[src/rtl/flbt_pkg.sv]
// ============================================================================
// flbt_pkg: shared types and constants for the frame-link filter/busy timer
// Holds the beat structs, op codes, CSR indexes and controller state type.
// ============================================================================
package flbt_pkg;

   localparam int unsigned ID_W      = 29;
   localparam int unsigned LOCAL_BIT = 28;
   localparam int unsigned MAC_LSB   = 24;
   localparam int unsigned MAC_W     = 4;
   localparam int unsigned OP_W      = 3;
   localparam int unsigned CSR_IDX_W = 1;

   // op codes
   localparam logic [OP_W-1:0] OP_ADD    = 3'd0;
   localparam logic [OP_W-1:0] OP_REMOVE = 3'd1;
   localparam logic [OP_W-1:0] OP_RECV   = 3'd2;
   localparam logic [OP_W-1:0] OP_XMIT   = 3'd3;
   localparam logic [OP_W-1:0] OP_TICK   = 3'd4;
   localparam logic [OP_W-1:0] OP_POLL   = 3'd5;

   // CSR indexes
   localparam logic [CSR_IDX_W-1:0] CSR_IS_MASTER   = 1'd0;
   localparam logic [CSR_IDX_W-1:0] CSR_HALF_DUPLEX = 1'd1;

   typedef struct packed {
      logic [OP_W-1:0] op;
      logic [31:0]     frame_id;
      logic [31:0]     filter_id;
      logic [31:0]     filter_mask;
      logic [3:0]      filter_index;
      logic            write_ok;
   } flbt_req_type;

   typedef struct packed {
      logic             accepted;
      logic             sent;
      logic             nak_valid;
      logic [MAC_W-1:0] nak_mac;
      logic [3:0]       filter_count;
      logic             busy_res;
   } flbt_rsp_type;

   // controller -> datapath commands
   typedef struct packed {
      logic load;    // latch the incoming beat
      logic match;   // register per-entry filter hits
      logic commit;  // update state, register the result
   } flbt_cmd_type;

   typedef enum logic [1:0] {
      ST_IDLE,
      ST_MATCH,
      ST_COMMIT
   } flbt_state_type;

endpackage

[src/rtl/flbt_ctrl.sv]
// ============================================================================
// flbt_ctrl: sequencing controller
// Steps each request through match and commit, and strobes the result.
// ============================================================================
module flbt_ctrl
   import flbt_pkg::*;
(
   input  logic         clock,
   input  logic         reset,
   input  logic         start,
   output logic         busy,
   output logic         rsp_valid,
   output flbt_cmd_type cmd
);

   flbt_state_type state_ff, state_in;
   logic           rsp_valid_ff, rsp_valid_in;

   always_ff @(posedge clock) begin
      if (reset) begin
         state_ff     <= ST_IDLE;
         rsp_valid_ff <= 1'b0;
      end else begin
         state_ff     <= state_in;
         rsp_valid_ff <= rsp_valid_in;
      end
   end

   always_comb begin
      state_in   = state_ff;
      cmd        = '0;
      busy       = 1'b0;
      case (state_ff)
         ST_IDLE: begin
            if (start) begin
               cmd.load = 1'b1;
               state_in = ST_MATCH;
            end
         end
         ST_MATCH: begin
            busy      = 1'b1;
            cmd.match = 1'b1;
            state_in  = ST_COMMIT;
         end
         ST_COMMIT: begin
            // commit overlaps the next beat's capture
            cmd.commit = 1'b1;
            if (start) begin
               cmd.load = 1'b1;
               state_in = ST_MATCH;
            end else begin
               state_in = ST_IDLE;
            end
         end
         default: begin
            state_in = ST_IDLE;
         end
      endcase
      rsp_valid_in = cmd.commit;
   end

   assign rsp_valid = rsp_valid_ff;

endmodule

[src/rtl/flbt_dp.sv]
// ============================================================================
// flbt_dp: filter table, busy timer and result datapath
// Filter entries compare in parallel; remove shifts later entries down.
// ============================================================================
module flbt_dp
   import flbt_pkg::*;
#(
   parameter int unsigned MAX_FILTERS = 8,
   parameter int unsigned BUSY_TICKS  = 2
) (
   input  logic                 clock,
   input  logic                 reset,
   input  flbt_cmd_type         cmd,
   input  flbt_req_type         req_data,
   input  logic                 csr_we,
   input  logic [CSR_IDX_W-1:0] csr_index,
   input  logic                 csr_wdata,
   output flbt_rsp_type         rsp_data
);

   localparam int unsigned CNT_W = $clog2(MAX_FILTERS + 1);
   localparam int unsigned CMP_W = (CNT_W > 4) ? CNT_W : 4;
   localparam int unsigned TMR_W = $clog2(BUSY_TICKS + 1);

   logic is_master_ff, half_duplex_ff;

   flbt_req_type            item_ff;
   logic [ID_W-1:0]         ids_ff   [MAX_FILTERS];
   logic [ID_W-1:0]         ids_in   [MAX_FILTERS];
   logic [ID_W-1:0]         masks_ff [MAX_FILTERS];
   logic [ID_W-1:0]         masks_in [MAX_FILTERS];
   logic [MAX_FILTERS-1:0]  hit_ff, hit_in;
   logic [CNT_W-1:0]        count_ff, count_in;
   logic [MAC_W-1:0]        mac_ff, mac_in;
   logic [TMR_W-1:0]        tmr_ff, tmr_in;
   flbt_rsp_type            rsp_ff, rsp_in;

   logic [CMP_W-1:0] cnt_x, idx_x;
   logic             local_id;

   // config registers
   always_ff @(posedge clock) begin
      if (reset) begin
         is_master_ff   <= 1'b0;
         half_duplex_ff <= 1'b0;
      end else if (csr_we) begin
         case (csr_index)
            CSR_IS_MASTER:   is_master_ff   <= csr_wdata;
            CSR_HALF_DUPLEX: half_duplex_ff <= csr_wdata;
            default: ;
         endcase
      end
   end

   // per-entry hits, live entries only
   always_comb begin
      for (int k = 0; k < MAX_FILTERS; k++) begin
         hit_in[k] = (((ids_ff[k] ^ item_ff.frame_id[ID_W-1:0]) & masks_ff[k]) == '0)
                     && (CMP_W'(k) < cnt_x);
      end
   end

   assign cnt_x    = CMP_W'(count_ff);
   assign idx_x    = CMP_W'(item_ff.filter_index);
   assign local_id = item_ff.frame_id[LOCAL_BIT];

   always_comb begin
      ids_in   = ids_ff;
      masks_in = masks_ff;
      count_in = count_ff;
      mac_in   = mac_ff;
      tmr_in   = tmr_ff;
      rsp_in   = '0;
      case (item_ff.op)
         OP_ADD: begin
            if (cnt_x < CMP_W'(MAX_FILTERS)) begin
               for (int k = 0; k < MAX_FILTERS; k++) begin
                  if (CMP_W'(k) == cnt_x) begin
                     ids_in[k]   = item_ff.filter_id[ID_W-1:0];
                     masks_in[k] = item_ff.filter_mask[ID_W-1:0];
                  end
               end
               count_in = count_ff + CNT_W'(1);
            end
         end
         OP_REMOVE: begin
            if (idx_x < cnt_x) begin
               // entries past the new count are dead, so shift blindly
               for (int k = 0; k < MAX_FILTERS - 1; k++) begin
                  if (CMP_W'(k) >= idx_x) begin
                     ids_in[k]   = ids_ff[k+1];
                     masks_in[k] = masks_ff[k+1];
                  end
               end
               count_in = count_ff - CNT_W'(1);
            end
         end
         OP_RECV: begin
            mac_in          = '0;
            tmr_in          = '0;
            rsp_in.accepted = (count_ff == '0) || (|hit_ff);
         end
         OP_XMIT: begin
            if (tmr_ff == '0) begin
               mac_in = local_id ? item_ff.frame_id[MAC_LSB +: MAC_W] : '0;
               if (item_ff.write_ok) begin
                  if (!is_master_ff || (half_duplex_ff && local_id)) begin
                     tmr_in = TMR_W'(BUSY_TICKS);
                  end
                  rsp_in.sent = 1'b1;
               end
            end
         end
         OP_TICK: begin
            if (is_master_ff && (tmr_ff != '0)) begin
               tmr_in = tmr_ff - TMR_W'(1);
            end
         end
         OP_POLL: begin
            if ((mac_ff != '0) && (tmr_ff == '0)) begin
               rsp_in.nak_valid = 1'b1;
               rsp_in.nak_mac   = mac_ff;
               mac_in           = '0;
            end
         end
         default: ;
      endcase
      rsp_in.filter_count = 4'(count_in);
      rsp_in.busy_res     = (tmr_in != '0);
   end

   // control state
   always_ff @(posedge clock) begin
      if (reset) begin
         count_ff <= '0;
         mac_ff   <= '0;
         tmr_ff   <= '0;
      end else if (cmd.commit) begin
         count_ff <= count_in;
         mac_ff   <= mac_in;
         tmr_ff   <= tmr_in;
      end
   end

   // payload: no reset
   always_ff @(posedge clock) begin
      if (cmd.load) begin
         item_ff <= req_data;
      end
      if (cmd.match) begin
         hit_ff <= hit_in;
      end
      if (cmd.commit) begin
         ids_ff   <= ids_in;
         masks_ff <= masks_in;
         rsp_ff   <= rsp_in;
      end
   end

   assign rsp_data = rsp_ff;

endmodule

[src/rtl/frame_link_filter_and_busy_timer.sv]
// ============================================================================
// frame_link_filter_and_busy_timer: frame-link acceptance filter and busy timer
// Top level: controller plus datapath for filter table, MAC and busy timer.
// ============================================================================
// Usage:
//  - Request beat: drive req_data and raise start; the beat is taken on a
//    rising edge where start is high and busy is low.
//  - op selects add filter, remove filter, receive, transmit, tick or poll.
//  - Every request yields exactly one response beat: rsp_valid is high for
//    one cycle with rsp_data; the receiver cannot stall it.
//  - Response: after the request edge the beat passes the match state (filter
//    match), then commit, which registers the result together with rsp_valid.
//  - A new beat is not taken in the match stage (one compare per filter
//    entry, registered), which busy flags; the next beat may be taken in
//    the commit cycle of the previous one.
//  - CSR port: csr_we/csr_index/csr_wdata write is_master (index 0) and
//    half_duplex (index 1); write only while no request is in flight.
//  - Reset (synchronous, active high) empties the filter table, clears the
//    pending MAC, the busy timer and both CSRs. Filter entries themselves
//    are not cleared; entries past the fill count are never consulted.
// ============================================================================
module frame_link_filter_and_busy_timer
   import flbt_pkg::*;
#(
   parameter int unsigned MAX_FILTERS = 8,
   parameter int unsigned BUSY_TICKS  = 2
) (
   input  logic                 clock,
   input  logic                 reset,
   input  logic                 start,
   output logic                 busy,
   input  flbt_req_type         req_data,
   output logic                 rsp_valid,
   output flbt_rsp_type         rsp_data,
   input  logic                 csr_we,
   input  logic [CSR_IDX_W-1:0] csr_index,
   input  logic                 csr_wdata
);

   flbt_cmd_type cmd;

   // sequencing
   flbt_ctrl u_ctrl (
      .clock     (clock),
      .reset     (reset),
      .start     (start),
      .busy      (busy),
      .rsp_valid (rsp_valid),
      .cmd       (cmd)
   );

   // filter table, timer, result register
   flbt_dp #(
      .MAX_FILTERS (MAX_FILTERS),
      .BUSY_TICKS  (BUSY_TICKS)
   ) u_dp (
      .clock     (clock),
      .reset     (reset),
      .cmd       (cmd),
      .req_data  (req_data),
      .csr_we    (csr_we),
      .csr_index (csr_index),
      .csr_wdata (csr_wdata),
      .rsp_data  (rsp_data)
   );

   // an accepted beat always enters match in the following cycle
   a_accept_to_match: assert property (@(posedge clock) disable iff (reset)
      (start && !busy) |=> busy)
      else $error("accepted beat did not enter match");

   // match is always followed by a state other than match
   a_match_one_cycle: assert property (@(posedge clock) disable iff (reset)
      busy |=> !busy)
      else $error("match stage lasted more than one cycle");

   // a response beat follows each match once the commit state has registered it
   a_rsp_after_match: assert property (@(posedge clock) disable iff (reset)
      busy |=> ##1 rsp_valid)
      else $error("missing response beat after match");

   // at most one op-specific flag per response
   a_one_flag: assert property (@(posedge clock) disable iff (reset)
      rsp_valid |-> ($countones({rsp_data.accepted, rsp_data.sent,
                                 rsp_data.nak_valid}) <= 1))
      else $error("more than one op result flag set");

   // the NAK MAC is zero unless a NAK is reported
   a_mac_zero: assert property (@(posedge clock) disable iff (reset)
      (rsp_valid && !rsp_data.nak_valid) |-> (rsp_data.nak_mac == '0))
      else $error("nak_mac set without nak_valid");

endmodule
[config.mk]
export PLATFORM = sky130hd
export DESIGN_NAME = frame_link_filter_and_busy_timer
export DESIGN_NICKNAME = d
export VERILOG_FILES = /design/src/rtl/flbt_pkg.sv /design/src/rtl/flbt_ctrl.sv /design/src/rtl/flbt_dp.sv /design/src/rtl/frame_link_filter_and_busy_timer.sv
export SDC_FILE = /design/constraint.sdc
export NUM_CORES = 1
export LEC_CHECK = 0
export BUFFER_PORTS_ARGS = -buffer_cell sky130_fd_sc_hd__buf_2
export CAP_MARGIN = 15
export CELL_PAD_IN_SITES_DETAIL_PLACEMENT = 1
export CELL_PAD_IN_SITES_GLOBAL_PLACEMENT = 1
export CORE_UTILIZATION = 56
export DETAILED_ROUTE_END_ITERATION = 16
export PLACE_DENSITY = 0.9
export SLEW_MARGIN = 30
export SYNTH_ARGS = -nofsm -noshare
export SYNTH_HDL_FRONTEND = slang
export SYNTH_SLANG_ARGS = --single-unit
[constraint.sdc]
create_clock -name clock -period 13.3 [get_ports clock]
set_input_delay 0.665 -clock clock [delete_from_list [all_inputs] [get_ports clock]]
set_output_delay 0.665 -clock clock [all_outputs]
set_load 0.1 [all_outputs]
# Word level (Yosys, flattened, before mapping)
# Cells that the tools add are included.
# Widths: inputs -> output; s select.
# totals
reg_bits	594
# classes
add_sub_neg	3
n_lt_le_gt_ge	17
n_eq_ne	33
muxes	57
n_bitwise	17
reduce_logical	46
# op_table
operator	count
$mux 29	30
$pmux 203 s2	2
$mux 232	2
$mux 203	2
$and 29x29->29	8
$logic_not 29->1	8
$xor 29x29->29	8
$reduce_and 6->1	7
$ne 2x1->1 const B	18
$mux 4	5
$eq 3x4->1 const A	4
$lt 3x4->1 const A	4
$ge 3x4->1 const A	3
$pmux 2 s3	2
$pmux 4 s3	1
$logic_and 1x1->1	11
$mux 2	5
$eq 2x4->1 const A	2
$ge 1x4->1 const A	2
$ge 2x4->1 const A	2
$lt 1x4->1 const A	2
$lt 2x4->1 const A	2
$pmux 4 s2	1
$reduce_and 2->1	4
26 further kinds	38

# Logic depth before layout (Yosys ltp)
# Gate-level depths: netlist (run 1).
# logic_depth
depth_word	7
ltp_mapped	10

# Hierarchy
# From an unflattened synthesis (run 1), not the netlist that was laid out.
# unflattened
cells_unflattened	1763
area_unflattened_um2	26016.2
# by_module_without_submodules
module	instances	cells_each	area_each_um2	seq_area_each_um2
flbt_dp	1	1752	25892.3	17626.9
flbt_ctrl	1	11	123.9	60.1

# Least setup slack after synthesis (run 1)
# OpenSTA, ideal clock, no wires.
# synth_path
path_kind	register to register
startpoint	register u_dp.count_ff[3] (netlist: u_dp.cnt_x[3])
endpoint	register u_dp.ids_ff[145] (netlist bit) (enable)
arrival_ps	6045
setup_slack_ps	6694
stages_incl_launch_ff	11
path_cell_list	dfxtp_1 > buf_2 > inv_1 > buf_2 > buf_2 > ha_1 > a21oi_1 > o21ai_1 > a21oi_1 > nand3_1 > a211oi_1
# synth_via
elab_chain_cells	3
word_cells_on_any_way	7
# synth_rtl
item	line	rtl
start: declaration	flbt_dp.sv:33	logic [CNT_W-1:0] count_ff, count_in;
start signal: assignment	flbt_dp.sv:139	count_ff <= count_in;
$lt 4x4->1, or another cell as far along	flbt_dp.sv:76	if (cnt_x < CMP_W'(MAX_FILTERS)) begin
$ne 2x1->1 (no line)	-	
$reduce_and 6->1 (no line) (*)	-	
end signal: assignment	flbt_dp.sv:154	ids_ff <= ids_in;
end: declaration	flbt_dp.sv:28	logic [ID_W-1:0] ids_ff [MAX_FILTERS];
# Mark *: on every way between the ends. The rest lies on a longest branch, timed or not.
# A chain may end at the register's enable or synchronous reset.

==> run summary, run 1 <==
The I/O pin count came out at 124. The detailed-routing iteration count for the pre-antenna-repair pass is 5. The slowest stage cell on the critical path is sky130_fd_sc_hd__edfxtp_1. After clock tree synthesis, the repair step resized 0 gates. Counting along the longest clock path gives a buffer depth of 3. The warning count from the yosys run is 0.

The analysis attributes to cell leakage a power of 11.9 nW. The initial standard-cell utilization of the core came out at 0.571. The total CTS buffers came out at 66. At the pin with the least slew margin, the transition time is 1.03 ns. The routed layout has 16500 vias. The data arrival time at the worst-slack endpoint is 4.26 ns. The startpoint of the most critical register-to-register path is u_dp.item_ff[101]. The synthesis-to-layout area growth came out at 11.3%. The total routed wire length on the met1 layer came out at 31.0 mm. The root buffer cell is sky130_fd_sc_hd__clkbuf_16.

The cell that appears most often on the critical path is sky130_fd_sc_hd__buf_6. Clock tree synthesis found a total of 594 sinks. The worst clock skew came out at 0.0194 ns. The tightest min-delay check is of the input port to register type. The count of endpoints failing hold in the final timing report came to 0. Across the run, the number of max-cap violations was 0. The flow ran to the end, and the final reports show no timing, DRC or antenna violations. The sum of routed wire length over all layers came out at 82.1 mm. STA classifies the critical path startpoint as a register. The count of H-tree levels built during CTS came out at 3. The placed wire-length estimate came out at 54.9 mm. The share of Yosys cell area claimed by the top area cell type came out at 0.668. The net total in the final layout came out at 1925. The sum of negative setup slack is 0 ns. The most used flip-flop cell after synthesis is sky130_fd_sc_hd__edfxtp_1.

The initial antenna violation count came out at 2. The detailed router used layers up to and including met4. Walking the worst path, the cells encountered are nand2b_4 -> nor2_4 -> buf_6 -> buf_6 -> buf_12 -> a21o_1.

For this design the ratio of total power to cell area is 145 nW/um2. By area the synthesized netlist is led by sky130_fd_sc_hd__edfxtp_1, sky130_fd_sc_hd__a21o_1, sky130_fd_sc_hd__xor2_1. The largest fanout on the critical path came out at 218. The via count of the first global-routing pass came out at 17000. The synthesized instance count is 1760.

The number of max-slew violations in the final report was 0. The floorplan step set the die width to 218 um. The first global-routing pass estimated 118 mm of wire.

The number of hold buffers added after CTS was 0. Dividing the detail-routed wire length by the instance count gives 33.5 um. The total length of routed met2 wires is 39.1 mm. The total number of placement rows came out at 78. The final weighted congestion in routability-driven placement is 0.978. The per-cell via count in the routed design is 6.73. The count of flip-flops with a built-in enable after synthesis is 579.

The share of the clock period used by the worst path after layout is 0.291. The cell area after layout is 29000 um2. The worst register-to-register path has a depth of 6. Setup repair after global routing left no endpoint under its margin. The average instance area after synthesis came out at 14.8 um2. Post-CTS timing repair inserted 0 buffers for setup. The endpoint identified for the worst register-to-register timing path is u_dp.masks_ff[29]. The data required time of the worst path came out at 13.69 ns. The flop and latch count out of synthesis came out at 594. The worst hold path begins at req_data[22]. The synthesized net count is 1881. The worst hold path terminates at u_dp.item_ff[22].

In the synthesized netlist, the cells that appear most often are sky130_fd_sc_hd__edfxtp_1, sky130_fd_sc_hd__a21o_1, sky130_fd_sc_hd__xor2_1. The clock latency reported for the late side of the worst-skew pair came out at 0.59 ns. The cell family with the largest share of critical-path delay is buffers and inverters. The register clock-pin slew on the reported worst setup and hold paths came out at 0.06 ns. In the final layout, the share of cells above drive strength 1 is 0.129. The largest single stage delay on the critical path is 0.87 ns. The number of violations reported at the end of detailed-routing iteration 0 is 2326. After global routing the overflow that remains totals 0. The maximum number of pins on one net before global-route repair is 219. The headroom to the max-slew limit is 0.310.

The met3 routed wirelength is 7.64 mm. The core region is 45600 um2. The setup slack on the worst flop-to-flop path is 9.44 ns. The number of antenna-violating nets in the routed design is 0. The share of the yosys chip area belonging to registers is 0.679.

The final-report setup violation count came out at 0. The time the final worst path needs with I/O delays and setup is 3.86 ns. The clock tree from TritonCTS is built. The number of fillers in the final layout came out at 4120. Across the VDD grid, the largest voltage drop is 115 uV. The count of different cell masters after synthesis came out at 55. The cell depth of the worst hold path came out at 1.

The largest area contributor in the synthesized netlist is sky130_fd_sc_hd__edfxtp_1. The vertical die dimension is 218 um. The die covers 47400 um2. The fraction of synthesis flops using an asynchronous set or reset pin is 0. The count of buffers added on input and output ports is 114. The area of the mapped netlist came out at 26000 um2. The classification of the worst setup path is register to register.

The remaining design rule violation count is 0. sky130_fd_sc_hd__edfxtp_1 is the most common cell in the netlist. Derived from the worst setup path, the maximum achievable clock frequency is 259 MHz. The sort of element at the end of the critical path is a register.

In the global route stage, overall resource usage came out at 0.350. The placed standard-cell area is 26800 um2. Measured on the finished design, the core utilization comes to 0.636.

The buffer and inverter count on the worst path is 3.
[cell type report]
cell class	instances	area (um2)	share of cell area
repair buffers	131	769	0.0265
multi-input cells	1000	7640	0.264
clock buffers	88	1860	0.0642
flip-flops and latches	594	17700	0.610
diodes	2	5.00	0.000173
inverters	11	41.3	0.00142
well taps	600	751	0.0259
clock inverters	24	231	0.00799
[report_power, final]
group | internal, mW | total [mW] | switching (mW)
sequential | 2.09 | 2.13 | 0.0385
combinational | 0.103 | 0.274 | 0.171
clock | 1.07 | 1.81 | 0.738
total | 3.27 | 4.22 | 0.947
[routing by layer]
layer | global-route usage | vias to the layer above
met5 | 0 | -
met4 | 0.169 | 0
met3 | 0.0775 | 219
met2 | 0.560 | 1006
met1 | 0.455 | 8472
li1 | - | 6788
[worst max-delay path by stage]
stage,cells past startpoint,startpoint,slack (ns),to
3_3_place_gp,6,u_dp.item_ff[101],9.29,u_dp.masks_ff[29]
3_5_place_dp,6,u_dp.item_ff[101],9.17,u_dp.masks_ff[29]
4_1_cts,6,u_dp.item_ff[101],9.12,u_dp.masks_ff[29]
2_1_floorplan,10,u_dp.cnt_x[3],6.69,u_dp.ids_ff[145]
6_report,6,u_dp.item_ff[101],9.44,u_dp.masks_ff[29]
5_1_grt,6,u_dp.item_ff[101],9.25,u_dp.masks_ff[29]
[state kept, by name, indices dropped and copies added (netlist names), 2 cells and up]
signal,flops
u_dp.masks_ff,232
u_dp.hit_ff,8
u_dp.cnt_x,4
u_dp.rsp_data,12
u_dp.item_ff,91
u_ctrl.state_ff,2
u_dp.idx_x,4
u_dp.tmr_ff,2
u_dp.ids_ff,232
u_dp.mac_ff,4
[cells in the final DEF, fill, tap and decap left out, types with 8 or more instances in the layout]
cell	Yosys	final
sky130_fd_sc_hd__xor2_1	232	232
sky130_fd_sc_hd__a21oi_1	26	25
sky130_fd_sc_hd__a22o_1	25	25
sky130_fd_sc_hd__nand4_1	18	18
sky130_fd_sc_hd__clkinv_1	0	14
sky130_fd_sc_hd__a21o_1	407	407
sky130_fd_sc_hd__ha_1	11	11
sky130_fd_sc_hd__inv_1	11	10
sky130_fd_sc_hd__clkbuf_16	0	71
sky130_fd_sc_hd__buf_2	118	114
sky130_fd_sc_hd__a22oi_1	66	66
sky130_fd_sc_hd__and3_1	60	60
sky130_fd_sc_hd__nand3_1	16	16
sky130_fd_sc_hd__a221oi_1	25	25
sky130_fd_sc_hd__nand2_1	21	20
sky130_fd_sc_hd__dfxtp_1	15	15
sky130_fd_sc_hd__nor3_1	13	11
sky130_fd_sc_hd__clkbuf_1	35	15
sky130_fd_sc_hd__edfxtp_1	579	579
sky130_fd_sc_hd__buf_4	1	9
sky130_fd_sc_hd__nor2_1	10	8
[logic make-up (layout without fill, tap and decap cells)]
logic type / Yosys count / after routing / synth area share
buffers and inverters: 166 / 254 / 0.0300
other: 0 / 2 / 0
xor gates and xnor gates: 233 / 233 / 0.0784
adders and majority gates: 11 / 11 / 0.00529
and+or+nand+nor: 169 / 169 / 0.0375
AOI/OAI and AO/OA: 583 / 583 / 0.168
DFF: 594 / 594 / 0.679
muxes: 4 / 4 / 0.00173
[stage by stage]
step	instances	setup slack, ns	power (mW)	hold slack [ns]
2_1_floorplan	1760	6.69	2.34	0.418
3_3_place_gp	2334	9.29	2.41	0.423
3_5_place_dp	2334	9.17	2.43	0.434
4_1_cts	2446	9.12	4.22	0.215
5_1_grt	2448	9.25	4.30	0.221
6_report	2450	9.44	4.22	0.237
(Power assumes the default switching activity.)
==> run 2: changes to the inputs <==
--- a/config.mk
+++ b/config.mk
@@ -9,9 +9,9 @@
 export CAP_MARGIN = 15
 export CELL_PAD_IN_SITES_DETAIL_PLACEMENT = 1
 export CELL_PAD_IN_SITES_GLOBAL_PLACEMENT = 1
-export CORE_UTILIZATION = 56
+export CORE_UTILIZATION = 47
 export DETAILED_ROUTE_END_ITERATION = 16
-export PLACE_DENSITY = 0.9
+export PLACE_DENSITY = 0.81
 export SLEW_MARGIN = 30
 export SYNTH_ARGS = -nofsm -noshare
 export SYNTH_HDL_FRONTEND = slang
==> constraint.sdc (replaced) <==
create_clock -name clock -period 3.54 [get_ports clock]
set_input_delay 0.177 -clock clock [delete_from_list [all_inputs] [get_ports clock]]
set_output_delay 0.177 -clock clock [all_outputs]
set_load 0.1 [all_outputs]
==> run 2 against run 1 <==
Core utilization fell by 8.2 points. Maximum frequency rose by 19%. Highest routed layer unchanged. Combinational power rose to 4.1 times the previous value.
==> run summary, run 2 (same netlist as run 1, synthesis figures left out) <==
The sum of routed wire length over all layers came out at 81.3 mm (-0.97%). The detailed-routing iteration count for the pre-antenna-repair pass came to 5 (unchanged). The per-cell via count in the routed design was 6.24 (-7.2%). The final weighted congestion in routability-driven placement is 0.999 (+2.2%). The number of buffer cells added on primary ports is 114 (unchanged). The initial standard-cell utilization of the core came out at 0.480 (-0.0912). The fraction of layout cells with a size suffix above 1 came out at 0.123 (-0.00551).

The total global routing overflow came to 0 (unchanged). The time the final worst path needs with I/O delays and setup is 3.24 ns (-0.628 ns). The net total in the final layout was 2033 (+5.6%). The power density of the placed cells came out at 501 nW/um2 (+240%). The setup slack on the worst flop-to-flop path came to 0.30 ns (-9.13 ns). The sort of element at the end of the critical path is a register. The critical path is of the register to register type. The antenna diode count is 0 (-2). The count of maximum capacitance violations is 0 (unchanged). The number of antenna-violating nets in the routed design is 0 (unchanged). The initial antenna violation count was 2 (unchanged). The final-report setup violation count came out at 0 (unchanged). The path class of the tightest hold or removal check is input port to register.

The cell area after layout came out at 30100 um2 (+3.7%). The placed standard-cell area came out at 27300 um2 (+1.7%). The count of H-tree levels built during CTS came out at 2 (-1). The standby leakage power came to 12.3 nW (+3.0%). The transition time of the tightest slew-check pin was 0.896 ns (-0.139 ns). The worst hold-check slack came out at 0.217 ns (-0.0192 ns). The maximum count of clock buffers along a single path came to 3 (unchanged). The end-of-flow core utilization was 0.554 (-0.0816). The vertical die dimension came out at 237 um (+9.1%). The global-route total usage across every layer is 0.290 (-0.0599). The full die area came out at 56300 um2 (+19%). The clock latency reported for the late side of the worst-skew pair is 0.65 ns (+0.06 ns). The post-CTS setup-driven buffer insertion count was 0 (unchanged). The largest registers in the layout are u_dp.ids_ff (232), u_dp.masks_ff (232), u_dp.item_ff (91). The placeable core region is 54200 um2 (+19%). The worst clock skew is 0.0203 ns (+0.000897 ns). The register clock-pin slew on the reported worst setup and hold paths is 0.06 ns (about the same).

The most common cell after layout, fill and taps aside is sky130_fd_sc_hd__edfxtp_1. The die width is 237 um (+9.1%). The data arrival time at the worst-slack endpoint came out at 3.58 ns (-0.68 ns). In the layout the commonest cells are sky130_fd_sc_hd__edfxtp_1, sky130_fd_sc_hd__a21o_1, sky130_fd_sc_hd__xor2_1. The total number of placement rows is 85 (+9.0%). The number of violations reported at the end of detailed-routing iteration 0 is 1947 (-16%). STA classifies the critical path startpoint as a register. The maximum number of pins on one net before global-route repair came out at 102 (-53%). The overall power is 15.1 mW (+260%). The clock tree from TritonCTS is built.

Setup repair after global routing left no endpoint under its margin. The share of the clock period used by the worst path after layout came out at 0.914 (+0.624). The count of endpoints failing hold in the final timing report came out at 0 (unchanged). The peak supply drop came out at 430 uV (+270%).

The via count of the first global-routing pass came out at 17000 (+0.37%). The number of clock sinks is 594 (unchanged). The via count of the routed design is 16600 (+0.67%). In this run the clock root is driven by a sky130_fd_sc_hd__clkbuf_16. The I/O pin count came out at 124 (unchanged). The run finished with clean final reports. The largest fanout on the critical path was 15 (-93%). The maximum clock frequency is 309 MHz (+19%).

The routed length per placed instance came out at 30.6 um (-8.7%). The synthesis-to-layout area growth came out at 15.5%. The headroom to the max-slew limit is 0.401 (+0.0907).

The total CTS buffers came out at 60 (-9.1%). The data required time of the worst path is 3.89 ns (-9.80 ns). The first-pass GRT wire length came out at 118 mm (+0.68%). The remaining design rule violation count came out at 0 (unchanged). The number of max-slew violations in the final report is 0 (unchanged).

The placed wire-length estimate is 55.4 mm (+0.77%).
==> run 2: layer usage <==
metal | routed length [um] | GRT usage | vias to the layer above
met3 | 6740 | 0.0543 | 150
li1 | - | - | 7004
met2 | 39000 | 0.471 | 807
met1 | 32200 | 0.388 | 8634
met5 | 0 | 0 | -
met4 | 3330 | 0.113 | 0
==> run 2: layout make-up <==
| cell class | count | area, um2 |
|---|---|---|
| Clock inverter | 26 | 166 |
| Timing Repair Buffer | 245 | 2020 |
| Tap cell | 696 | 871 |
| Sequential cell | 594 | 17700 |
| Inverter | 11 | 41.3 |
| Clock buffer | 87 | 1600 |
| Multi-Input combinational cell | 1000 | 7680 |
| Fill cell | 5180 | 24200 |
==> run 2: final timing paths <==
check / from / depth (start not counted) / end
hold reg to reg: u_dp.item_ff[21] / 0 / u_dp.masks_ff[16]
setup / recovery: u_dp.cnt_x[1] / 8 / u_dp.masks_ff[100]
hold / removal: start / 3 / u_dp.item_ff[95]
setup reg to reg: u_dp.cnt_x[1] / 8 / u_dp.masks_ff[100]
==> run 2: worst max-delay path: stages, from the launching register on <==
cell,delay (ns)
sky130_fd_sc_hd__dfxtp_1,0.49
sky130_fd_sc_hd__inv_1,0.19
sky130_fd_sc_hd__ha_1,0.31
sky130_fd_sc_hd__o211ai_1,0.26
sky130_fd_sc_hd__o21ai_2,0.12
sky130_fd_sc_hd__a21oi_2,0.14
sky130_fd_sc_hd__nand3_2,0.31
sky130_fd_sc_hd__nor3_4,0.85
sky130_fd_sc_hd__buf_12,0.25
==> run 2: stage by stage <==
stage | std cells | setup TNS (ns) | setup slack, ns
floorplan | 1760 | -121.62 | -1.01
global placement | 2444 | 0 | 0.393
detailed placement | 2444 | 0 | 0.365
CTS | 2659 | 0 | 0.328
global route | 2659 | 0 | 0.200
finish | 2659 | 0 | 0.304
==> run 2: power breakdown <==
part	leakage (nW)	total (mW)	internal (mW)	switching (mW)
Sequential	5.40	8.00	7.86	0.138
Combinational	6.05	1.12	0.469	0.650
Clock	0.857	5.93	3.21	2.72
Total	12.3	15.1	11.5	3.51
==> run 2: repair_timing <==
item                                   4_1_cts  5_1_grt
endpoints found under the hold margin      107        0
hold buffers                               102        0
gates resized for setup                      0        0
==> run 3: changes to the inputs <==
--- a/config.mk
+++ b/config.mk
@@ -9,9 +9,9 @@
 export CAP_MARGIN = 15
 export CELL_PAD_IN_SITES_DETAIL_PLACEMENT = 1
 export CELL_PAD_IN_SITES_GLOBAL_PLACEMENT = 1
-export CORE_UTILIZATION = 47
+export CORE_UTILIZATION = 34
 export DETAILED_ROUTE_END_ITERATION = 16
-export PLACE_DENSITY = 0.81
+export PLACE_DENSITY = 0.63
 export SLEW_MARGIN = 30
 export SYNTH_ARGS = -nofsm -noshare
 export SYNTH_HDL_FRONTEND = slang
==> run 3 against run 2 <==
Clock skew grew 0.0077 ns. Critical path depth did not move. Core utilization fell by 15 points. Clock power up 14%. First-iteration DRC count down 19%. Die area is 38% higher. Via count is 3.2% lower.
==> run summary, run 3 (same netlist as run 1, synthesis figures left out) <==
The peak supply drop is 324 uV (-25%). The initial antenna violation count is 0 (-2). Leaving out fill and tap cells, the most frequent cell in the layout is sky130_fd_sc_hd__edfxtp_1.

The per-cell via count in the routed design came out at 5.44 (-13%). The fraction of layout cells with a size suffix above 1 is 0.133 (+0.0100). The cts-stage hold buffer count came out at 100 (-2.0%). The count of H-tree levels built during CTS came to 3 (+1). The share of the clock period used by the worst path after layout is 0.866 (-0.0482). The tree is rooted in a sky130_fd_sc_hd__clkbuf_16.

The number of antenna-violating nets in the routed design was 0 (unchanged). The initial standard-cell utilization of the core came out at 0.343 (-0.137). The area growth from synthesis to layout is 17.9%. The end-of-flow core utilization came out at 0.405 (-0.149).

The total number of placement rows is 101 (+19%). The transition time of the tightest slew-check pin is 0.875 ns (-0.0206 ns). The net total in the final layout came out at 2041 (+0.39%). The buffer and inverter count on the worst path is 2 (unchanged).

The power density of the placed cells came to 517 nW/um2 (+3.3%). The area used by sequential logic in the layout was 17700 um2 (unchanged). The total CTS buffers came to 69 (+15%).

The standby leakage power came out at 12.5 nW (+1.2%). TritonCTS built the clock tree. The number of max-slew violations in the final report came out at 0 (unchanged). The maximum number of pins on one net before global-route repair is 114 (+12%). The number of fillers in the final layout is 7625 (+47%). The time the final worst path needs with I/O delays and setup is 3.07 ns (-0.171 ns). The I/O pin count came out at 124 (unchanged).

The top cell types in the final layout, fill and taps aside, are sky130_fd_sc_hd__edfxtp_1, sky130_fd_sc_hd__a21o_1, sky130_fd_sc_hd__xor2_1. The number of violations reported at the end of detailed-routing iteration 0 came out at 1584 (-19%). The maximum clock frequency is 326 MHz (+5.6%).

Setup repair after global routing left no endpoint under its margin. The placed wire-length estimate is 57.8 mm (+4.4%). The final weighted congestion in routability-driven placement came out at 0.904 (-9.5%). The maximum count of clock buffers along a single path is 3 (unchanged).

The detailed-routing iteration count for the pre-antenna-repair pass came out at 7 (+2). The largest fanout on the critical path came out at 58 (+43). The slowest stage cell on the critical path is sky130_fd_sc_hd__dfxtp_1. The global-route total usage across every layer is 0.212 (-0.0787). The first-pass GRT wire length came to 118 mm (about the same). The largest stage delay on the critical path came out at 0.50 ns (-0.35 ns).

The final-report setup violation count came to 0 (unchanged). The remaining design rule violation count was 0 (unchanged). The antenna diode count came to 0 (unchanged).

The clock latency reported for the late side of the worst-skew pair came out at 0.63 ns (-0.02 ns). The sum of routed wire length over all layers came out at 82.9 mm (+2.0%). The vertical die dimension is 279 um (+17%).

The classification of the worst setup path is register to register. The number of clock sinks is 594 (unchanged). The via count of the first global-routing pass is 16700 (-2.1%).

In the final layout, the registers with the most flip-flops are u_dp.ids_ff (232), u_dp.masks_ff (232), u_dp.item_ff (91). The full die area was 77700 um2 (+38%). The data arrival time at the worst-slack endpoint is 3.33 ns (-0.25 ns). Walking the worst path, the cells encountered are inv_1 -> ha_1 -> o211ai_1 -> o21ai_2 -> a21oi_2 -> nand3_2 -> a211oi_4 -> buf_12. Broken down by cell family, the worst path's largest delay share belongs to compound AO/OA/AOI/OAI gates. The register clock-pin slew on the reported worst setup and hold paths is 0.06 ns (about the same).

The multi-input combinational cell area is 7680 um2 (about the same). The sum of negative setup slack is 0 ns (unchanged). The worst hold path belongs to the class input port to register. The die width is 279 um (+17%). The number of instances resized during post-cts repair came out at 0 (unchanged).

The run finished with clean final reports. The startpoint kind of the worst setup timing path is a register. The headroom to the max-slew limit came out at 0.417 (+0.0157). STA classifies the critical path endpoint as a register. The worst clock skew is 0.0280 ns (+0.00769 ns). The number of buffer cells added on primary ports came out at 114 (unchanged). The via count of the routed design came out at 16100 (-3.2%). The routed length per placed instance came to 28.1 um (-8.1%). The count of maximum capacitance violations is 0 (unchanged).

The placeable core region is 75800 um2 (+40%). The total global routing overflow came to 0 (unchanged). The post-CTS setup-driven buffer insertion count came out at 0 (unchanged). The data required time of the worst path came out at 3.80 ns (-0.09 ns).

The count of endpoints failing hold in the final timing report was 0 (unchanged).
run 3: metrics by stage:
stage | cells | instance area (um2) | worst slack, ns | total power, mW | hold WS [ns]
after floorplan | 1760 | 26100 | -1.01 | 8.79 | 0.249
after global placement | 2727 | 27600 | 0.585 | 9.13 | 0.356
after detailed placement | 2727 | 27600 | 0.501 | 9.16 | 0.355
after CTS | 2951 | 30700 | 0.470 | 16.1 | 0.218
after global routing | 2951 | 30700 | 0.352 | 16.4 | 0.249
final | 2951 | 30700 | 0.474 | 15.9 | 0.236
run 3: worst paths after layout:
kind / endpoint / depth (start not counted) / slack, ns / from
worst min register to register: u_dp.ids_ff[0] / 0 / 0.43 / u_dp.item_ff[37]
worst max-delay path: u_dp.ids_ff[150] / 8 / 0.47 / u_dp.cnt_x[1]
worst max register to register: u_dp.ids_ff[150] / 8 / 0.47 / u_dp.cnt_x[1]
worst min-delay path: u_dp.item_ff[0] / 3 / 0.24 / start
run 3: per-layer routing:
metal,track usage,part of all wire,wire (um),vias up
met5,0,0,0,-
met4,0.0747,0.033,2770,0
met3,0.0297,0.054,4510,123
met2,0.346,0.48,39500,520
met1,0.287,0.44,36200,8400
li1,-,-,-,7016
run 3: power by group:
| part | total [mW] | switching (mW) | internal (mW) |
|---|---|---|---|
| logic | 1.10 | 0.635 | 0.465 |
| registers | 8.01 | 0.139 | 7.87 |
| clock network | 6.77 | 2.96 | 3.81 |
| total | 15.9 | 3.74 | 12.1 |
run 3: worst min-delay path: stages:
cell                      delay (ns)
sky130_fd_sc_hd__buf_2          0.10
sky130_fd_sc_hd__nor2b_4        0.12
sky130_fd_sc_hd__buf_12         0.24
run 3: final cells by class:
cell class | count | share of cell area
clock inverter | 30 | 0.00839
timing repair buffer | 244 | 0.0646
clock buffer | 94 | 0.0596
inverter | 11 | 0.00134
tap | 978 | 0.0399
multi-input combinational | 1000 | 0.250
sequential | 594 | 0.576
